**src/sv/assert_macros.svh**
```systemverilog
// Assertion macros used by the datapath RTL file of the scheduler core.
// No dependencies; include by bare file name.
`ifndef ASSERT_MACROS_SVH
`define ASSERT_MACROS_SVH

// expr must hold at every clock edge outside reset
`define ASSERT_ALWAYS(label, clk, rst_n, expr) \
    label: assert property (@(posedge clk) disable iff (!rst_n) (expr)) \
        else $error("assertion failed");

// cons must hold at every edge where ante holds
`define ASSERT_IMPLIES(label, clk, rst_n, ante, cons) \
    label: assert property (@(posedge clk) disable iff (!rst_n) (ante) |-> (cons)) \
        else $error("implication failed");

`endif

```
**src/sv/ffexrr_pkg.sv**
```systemverilog
// Package of the five-queue exponential round robin scheduler core.
// Field widths, result codes, controller/datapath structs and queue selection.
// No dependencies.
`timescale 1ns / 1ps

package ffexrr_pkg;

    localparam int QUEUE_DEPTH_DEF = 4096;
    localparam int NUM_QUEUES_DEF  = 5;
    localparam int MAX_SLOTS_DEF   = 32;

    localparam int TASK_W   = 22;
    localparam int WEIGHT_W = 14;
    localparam int SLOTS_W  = 6;
    localparam int KIND_W   = 3;
    localparam int QIDX_W   = 3;
    localparam int THERM_W  = 2;

    localparam int TASK_LSB   = 0;
    localparam int WEIGHT_LSB = TASK_LSB + TASK_W;
    localparam int REENQ_BIT  = WEIGHT_LSB + WEIGHT_W;
    localparam int GPEND_BIT  = REENQ_BIT + 1;
    localparam int SLOTS_LSB  = GPEND_BIT + 1;
    localparam int S_TDATA_W  = 48;
    localparam int M_TDATA_W  = 32;
    localparam int M_PAD_W    = M_TDATA_W - TASK_W - QIDX_W;

    localparam logic [KIND_W-1:0] KIND_QUEUED      = 3'd0;
    localparam logic [KIND_W-1:0] KIND_TO_GLOBAL   = 3'd1;
    localparam logic [KIND_W-1:0] KIND_DISPATCHED  = 3'd2;
    localparam logic [KIND_W-1:0] KIND_MOVE_GLOBAL = 3'd3;
    localparam logic [KIND_W-1:0] KIND_NOTHING     = 3'd4;

    localparam logic [THERM_W-1:0] THERM_COOL     = 2'd0;
    localparam logic [THERM_W-1:0] THERM_WARM     = 2'd1;
    localparam logic [THERM_W-1:0] THERM_HOT      = 2'd2;
    localparam logic [THERM_W-1:0] THERM_CRITICAL = 2'd3;

    localparam logic [WEIGHT_W-1:0] WEIGHT_LVL0 = 14'd25;
    localparam logic [WEIGHT_W-1:0] WEIGHT_LVL1 = 14'd50;
    localparam logic [WEIGHT_W-1:0] WEIGHT_LVL2 = 14'd200;
    localparam logic [WEIGHT_W-1:0] WEIGHT_LVL3 = 14'd400;

    typedef struct packed {
        logic load;
        logic scan_clear;
        logic enqueue;
        logic advance;
        logic skip;
        logic pop_read;
        logic pop_take;
        logic flush_mid;
        logic emit_global;
        logic finish;
    } ctrl_cmd_t;

    typedef struct packed {
        logic command;
        logic gpend;
        logic slots_zero;
        logic slots_one;
        logic queue_empty;
        logic remain_one;
        logic scan_last;
        logic held_valid;
        logic out_free;
    } ctrl_stat_t;

    // queue by weight, then thermal bias; clamp to the queue count is left to the caller
    function automatic logic [QIDX_W-1:0] pick_queue(input logic [WEIGHT_W-1:0] weight,
                                                     input logic [THERM_W-1:0] thermal);
        logic [QIDX_W-1:0] idx;
        if (weight <= WEIGHT_LVL0)
            idx = 3'd0;
        else if (weight <= WEIGHT_LVL1)
            idx = 3'd1;
        else if (weight < WEIGHT_LVL2)
            idx = 3'd2;
        else if (weight < WEIGHT_LVL3)
            idx = 3'd3;
        else
            idx = 3'd4;
        case (thermal)
            THERM_WARM:
            begin
                if (idx != 3'd0)
                    idx = idx - 3'd1;
            end
            THERM_HOT:
            begin
                if (idx > 3'd2)
                    idx = 3'd2;
            end
            THERM_CRITICAL:
            begin
                if (idx > 3'd1)
                    idx = 3'd1;
            end
            default:
            begin
            end
        endcase
        return idx;
    endfunction

endpackage

```
**src/sv/ffexrr_ctrl.sv**
```systemverilog
// Controller of the scheduler core: sequences enqueue and dispatch steps.
// Depends on ffexrr_pkg; drives datapath commands, reads datapath status.
`timescale 1ns / 1ps

module ffexrr_ctrl (
    input  logic                   clk,
    input  logic                   rst_n,
    input  logic                   s_tvalid,
    output logic                   s_tready,
    input  ffexrr_pkg::ctrl_stat_t stat,
    output ffexrr_pkg::ctrl_cmd_t  cmd
);

    localparam logic [3:0] ST_IDLE    = 4'd0;
    localparam logic [3:0] ST_DECODE  = 4'd1;
    localparam logic [3:0] ST_ENQ     = 4'd2;
    localparam logic [3:0] ST_ADVANCE = 4'd3;
    localparam logic [3:0] ST_CHECK   = 4'd4;
    localparam logic [3:0] ST_POP     = 4'd5;
    localparam logic [3:0] ST_EXHAUST = 4'd6;
    localparam logic [3:0] ST_GLOBAL  = 4'd7;
    localparam logic [3:0] ST_FINISH  = 4'd8;

    logic [3:0] state_reg, state_next;

    assign s_tready = (state_reg == ST_IDLE);

    always_comb
    begin
        state_next = state_reg;
        cmd        = '0;
        case (state_reg)
            ST_IDLE:
            begin
                if (s_tvalid)
                begin
                    cmd.load   = 1'b1;
                    state_next = ST_DECODE;
                end
            end
            ST_DECODE:
            begin
                cmd.scan_clear = 1'b1;
                if (!stat.command)
                    state_next = ST_ENQ;
                else if (stat.gpend)
                    state_next = ST_GLOBAL;
                else if (stat.slots_zero)
                    state_next = ST_FINISH;
                else
                    state_next = ST_ADVANCE;
            end
            ST_ENQ:
            begin
                if (stat.out_free)
                begin
                    cmd.enqueue = 1'b1;
                    state_next  = ST_IDLE;
                end
            end
            ST_ADVANCE:
            begin
                cmd.advance = 1'b1;
                state_next  = ST_CHECK;
            end
            ST_CHECK:
            begin
                if (stat.queue_empty)
                begin
                    cmd.skip   = 1'b1;
                    state_next = stat.scan_last ? ST_FINISH : ST_ADVANCE;
                end
                else
                begin
                    cmd.pop_read = 1'b1;
                    state_next   = ST_POP;
                end
            end
            ST_POP:
            begin
                if (!stat.held_valid || stat.out_free)
                begin
                    cmd.pop_take = 1'b1;
                    if (stat.slots_one)
                        state_next = ST_EXHAUST;
                    else if (stat.remain_one)
                        state_next = stat.scan_last ? ST_FINISH : ST_ADVANCE;
                    else
                        state_next = ST_CHECK;
                end
            end
            ST_EXHAUST:
            begin
                if (stat.out_free)
                begin
                    cmd.flush_mid = 1'b1;
                    state_next    = ST_GLOBAL;
                end
            end
            ST_GLOBAL:
            begin
                if (stat.out_free)
                begin
                    cmd.emit_global = 1'b1;
                    state_next      = ST_IDLE;
                end
            end
            ST_FINISH:
            begin
                if (stat.out_free)
                begin
                    cmd.finish = 1'b1;
                    state_next = ST_IDLE;
                end
            end
            default:
            begin
                state_next = ST_IDLE;
            end
        endcase
    end

    always_ff @(posedge clk or negedge rst_n)
    begin
        if (!rst_n)
            state_reg <= ST_IDLE;
        else
            state_reg <= state_next;
    end

endmodule

```
**config.mk**
```make
export PLATFORM = sky130hd
export DESIGN_NAME = ffexrr_ctrl
export DESIGN_NICKNAME = d
export VERILOG_FILES = /design/src/sv/assert_macros.svh /design/src/sv/ffexrr_pkg.sv /design/src/sv/ffexrr_ctrl.sv
export SDC_FILE = /design/constraint.sdc
export NUM_CORES = 1
export LEC_CHECK = 0
export ABC_CLOCK_PERIOD_IN_PS = 1500
export CAP_MARGIN = 25
export CORE_AREA = 2 2 39 41
export DETAILED_ROUTE_END_ITERATION = 16
export DIE_AREA = 0 0 41 43
export DONT_BUFFER_PORTS = 1
export PLACE_DENSITY = 0.55
export SETUP_SLACK_MARGIN = 0.3
export SLEW_MARGIN = 20
export SYNTH_ARGS = -nofsm -noshare
export SYNTH_HDL_FRONTEND = slang
export SYNTH_SLANG_ARGS = --single-unit
export TNS_END_PERCENT = 1
```
**constraint.sdc**
```tcl
create_clock -name clk -period 1.5 [get_ports clk]
set_input_delay 0.3 -clock clk [delete_from_list [all_inputs] [get_ports clk]]
set_output_delay 0.3 -clock clk [all_outputs]
set_load 0.01 [all_outputs]
```
==> results.py <==
metrics = {
    "logic_synthesis": {
        "avgSynthCellArea_um2": 8.07,
        "syn_inst": 65,
        "ys_types": 35,
        "syn-num-nets": 77,
        "ys_warn_count": 0,
        "synth_edf_count": 0,
        "synthArstFlopShare": 1.00,
        "dominantRegCellSynth": "dfrtp_1",
        "syn_area_um2": 524,
        "ys_seq_area_frac": 0.191,
        "ys_seq_elements": 4,
    },
    "worst_setup_path": {
        "cp.required_ns": 1.20,
        "crit_type": "reg -> out",
        "critPathCaptureType": "primary output",
        "path_delay_family": "flip-flops",
        "crit_chain": "buf_12 -> nor4_1 -> buf_4",
        "cp_max_fo": 11,
        "crit_path_start_kind": "flop",
        "slowest_delay_ns": 0.46,
        "crit_arrival_ns": 1.30,
        "crit_slowest_cell": "dfrtp_2",
        "cp_num_buf_inv": 2,
    },
    "route": {
        "drtAntennaViolNets": 0,
        "drt_iter0_markers": 3,
        "wl_per_cell_um": 16.1,
        "vias": 591,
        "dr.pass1.iters": 4,
        "post-route-drc-count": 0,
        "viasPerCell": 5.97,
        "routed_wl_mm": 1.59,
    },
    "cts": {
        "htree_num_levels": 1,
        "cts.path.max_buffers": 2,
        "clock_latency_ns": 0.24,
        "cts_tree": "yes",
        "cts.clk_slew.worst_paths_ns": 0.04,
        "cts-root-buf": "clkbuf_4",
        "clock-sinks": 4,
        "cts-buffers-inserted": 3,
    },
    "pwr": {
        "ir_worst_vdd_uv": 1410,
        "p_leak_nw": 0.314,
        "cellPowerDensity_nw_per_um2": 2130,
    },
    "floorplanning": {
        "die_w_um": 41,
        "rows": 14,
        "die_h_um": 43,
        "start_util": 0.379,
        "fp.dieArea_um2": 1760,
        "coreArea_um2": 1380,
        "io_pins": 23,
    },
    "timing": {
        "period_share": 1.07,
        "fmax_mhz": 626,
        "tns_ns": -0.486,
        "setup_violations": 8,
        "final.min_clock_period_ns": 1.60,
        "worst_pin_slew_ns": 0.317,
        "slew_viol_final": 0,
        "hold_viol_final": 0,
        "fin_skew_ns": 0.00677,
        "fin_ws_ns": -0.0978,
        "slew_headroom": 0.789,
        "rsz0062_at_grt": "yes",
    },
    "global_route": {
        "grt_use_total": 0.216,
        "grt_antenna_before_repair": 0,
        "grt_overflow": 0,
        "first_global_vias": 583,
        "grt_max_degree": 12,
        "grt_pass1_wl_mm": 2.58,
    },
    "flow_run": {
        "max_cap_viol_count": 0,
    },
    "cells_and_area": {
        "largest_reg_flops": 4,
        "n_antenna_cell": 0,
        "drive_gt1_frac": 0.530,
        "stdcell_count": 99,
        "final_nets": 97,
        "nFillCells": 139,
        "syn_to_final_growth_pct": 52.0,
    },
    "run_status": {
        "status": "complete, but fails checks",
        "violations": "setup timing",
    },
    "placement": {
        "placed_cells": 92,
        "place_congestion": 0.844,
        "io_buffers": 0,
        "hpwl_mm": 1.14,
    },
    "worst_hold_path": {
        "hold_path_class": "in -> reg",
    },
}
==> through the flow <==
stage / setup WS (ns) / total power, W / instance area (um^2) / util / hold WS (ns)
after CTS: -0.108 / 0.00161 / 757 / 0.547 / 0.178
after global routing: -0.176 / 0.00182 / 797 / 0.576 / 0.172
after global placement: 0.0884 / 0.00132 / 668 / 0.483 / 0.00452
after detailed placement: 0.0986 / 0.00133 / 668 / 0.483 / 0.00450
final: -0.0978 / 0.00170 / 797 / 0.576 / 0.180
after floorplan: 0.0477 / 0.000957 / 542 / - / 0.00441
==> area by class of cell <==
class,instances,area [um^2],share of cell area
Inverter,2,7.51,0.00942
Clock buffer,3,22.5,0.0283
Timing Repair Buffer,22,200,0.251
Sequential cell,4,104,0.130
Multi-Input combinational cell,52,443,0.556
Tap cell,16,20.0,0.0251
==> kinds of logic after synthesis <==
family                 count (synthesis)  synth area share
AND/OR/NAND/NOR                       32             0.372
AO/OA/AOI/OAI                         18             0.294
buffers and inverters                  9             0.105
flip-flops                             4             0.191
multiplexers                           2            0.0382
==> cell usage in the layout (no fill, tap or decap), types with 2 or more instances in the layout <==
cell type and count:
buf_4 17, nand2_1 4, nand2b_4 3, nor2_1 3, nor3_2 3, nor2b_1 3, a21oi_1 3, clkbuf_4 3
dfrtp_2 3, nand3_1 2, a2111oi_4 2, mux2i_1 2, a31oi_1 2, o21ai_1 2, buf_6 2, buf_12 2
==> path summary, 6_finish.rpt <==
| check | start | to | slack, ns | cells past startpoint |
|---|---|---|---|---|
| worst min-delay path | stat[0] | state_reg[3] | 0.18 | 1 |
| max in group asynchronous | rst_n | state_reg[2] | 0.96 | 1 |
| worst max-delay path | state_reg[1] | cmd[4] | -0.1 | 3 |
| worst max register to register | state_reg[0] | state_reg[1] | 0 | 6 |
| worst min register to register | state_reg[0] | state_reg[3] | 0.65 | 3 |
| min in group asynchronous | rst_n | state_reg[3] | 0.34 | 1 |
==> report_power, final <==
| group | switching (W) | internal (W) |
|---|---|---|
| Clock | 0.0000505 | 0.0000899 |
| Sequential | 0.0000891 | 0.000164 |
| Combinational | 0.000615 | 0.000687 |
| Total | 0.000754 | 0.000941 |
==> cells in the mapped netlist (2+ instances only) <==
library cell / count / area share
buf_2: 5 / 0.048
nor4_1: 2 / 0.024
and3_1: 2 / 0.024
nor2b_1: 3 / 0.036
nor3_1: 4 / 0.038
o21ai_1: 2 / 0.019
nand2_1: 5 / 0.036
a31oi_1: 2 / 0.024
nor2_1: 3 / 0.021
mux2i_1: 2 / 0.038
a21oi_1: 3 / 0.029
nand2b_1: 3 / 0.036
dfrtp_1: 4 / 0.19
and2_1: 2 / 0.024
nand3_1: 2 / 0.019
buf_6: 2 / 0.043
==> worst register-to-register path, stage by stage, from the launching register on <==
cell	delay [ns]
dfrtp_2	0.44
buf_12	0.16
buf_4	0.16
nand2b_4	0.16
a2111oi_4	0.32
a31oi_1	0.08
o21ai_1	0.12
==> routing by layer <==
| layer | share of wire | global-route usage |
|---|---|---|
| met4 | 0.0063 | 0.0333 |
| met2 | 0.50 | 0.338 |
| met3 | 0.071 | 0.0785 |
| met5 | 0 | 0 |
| met1 | 0.42 | 0.279 |
==> timing repair <==
item                                   in CTS  in global routing
pin swaps                                   7                  4
hold buffers                                1                  0
resized for setup                          10                  5
setup endpoints to repair                  15                 15
endpoints found under the hold margin       4                  0
buffers inserted                            1                  2
Note: power is estimated with default switching activity, not from simulation.
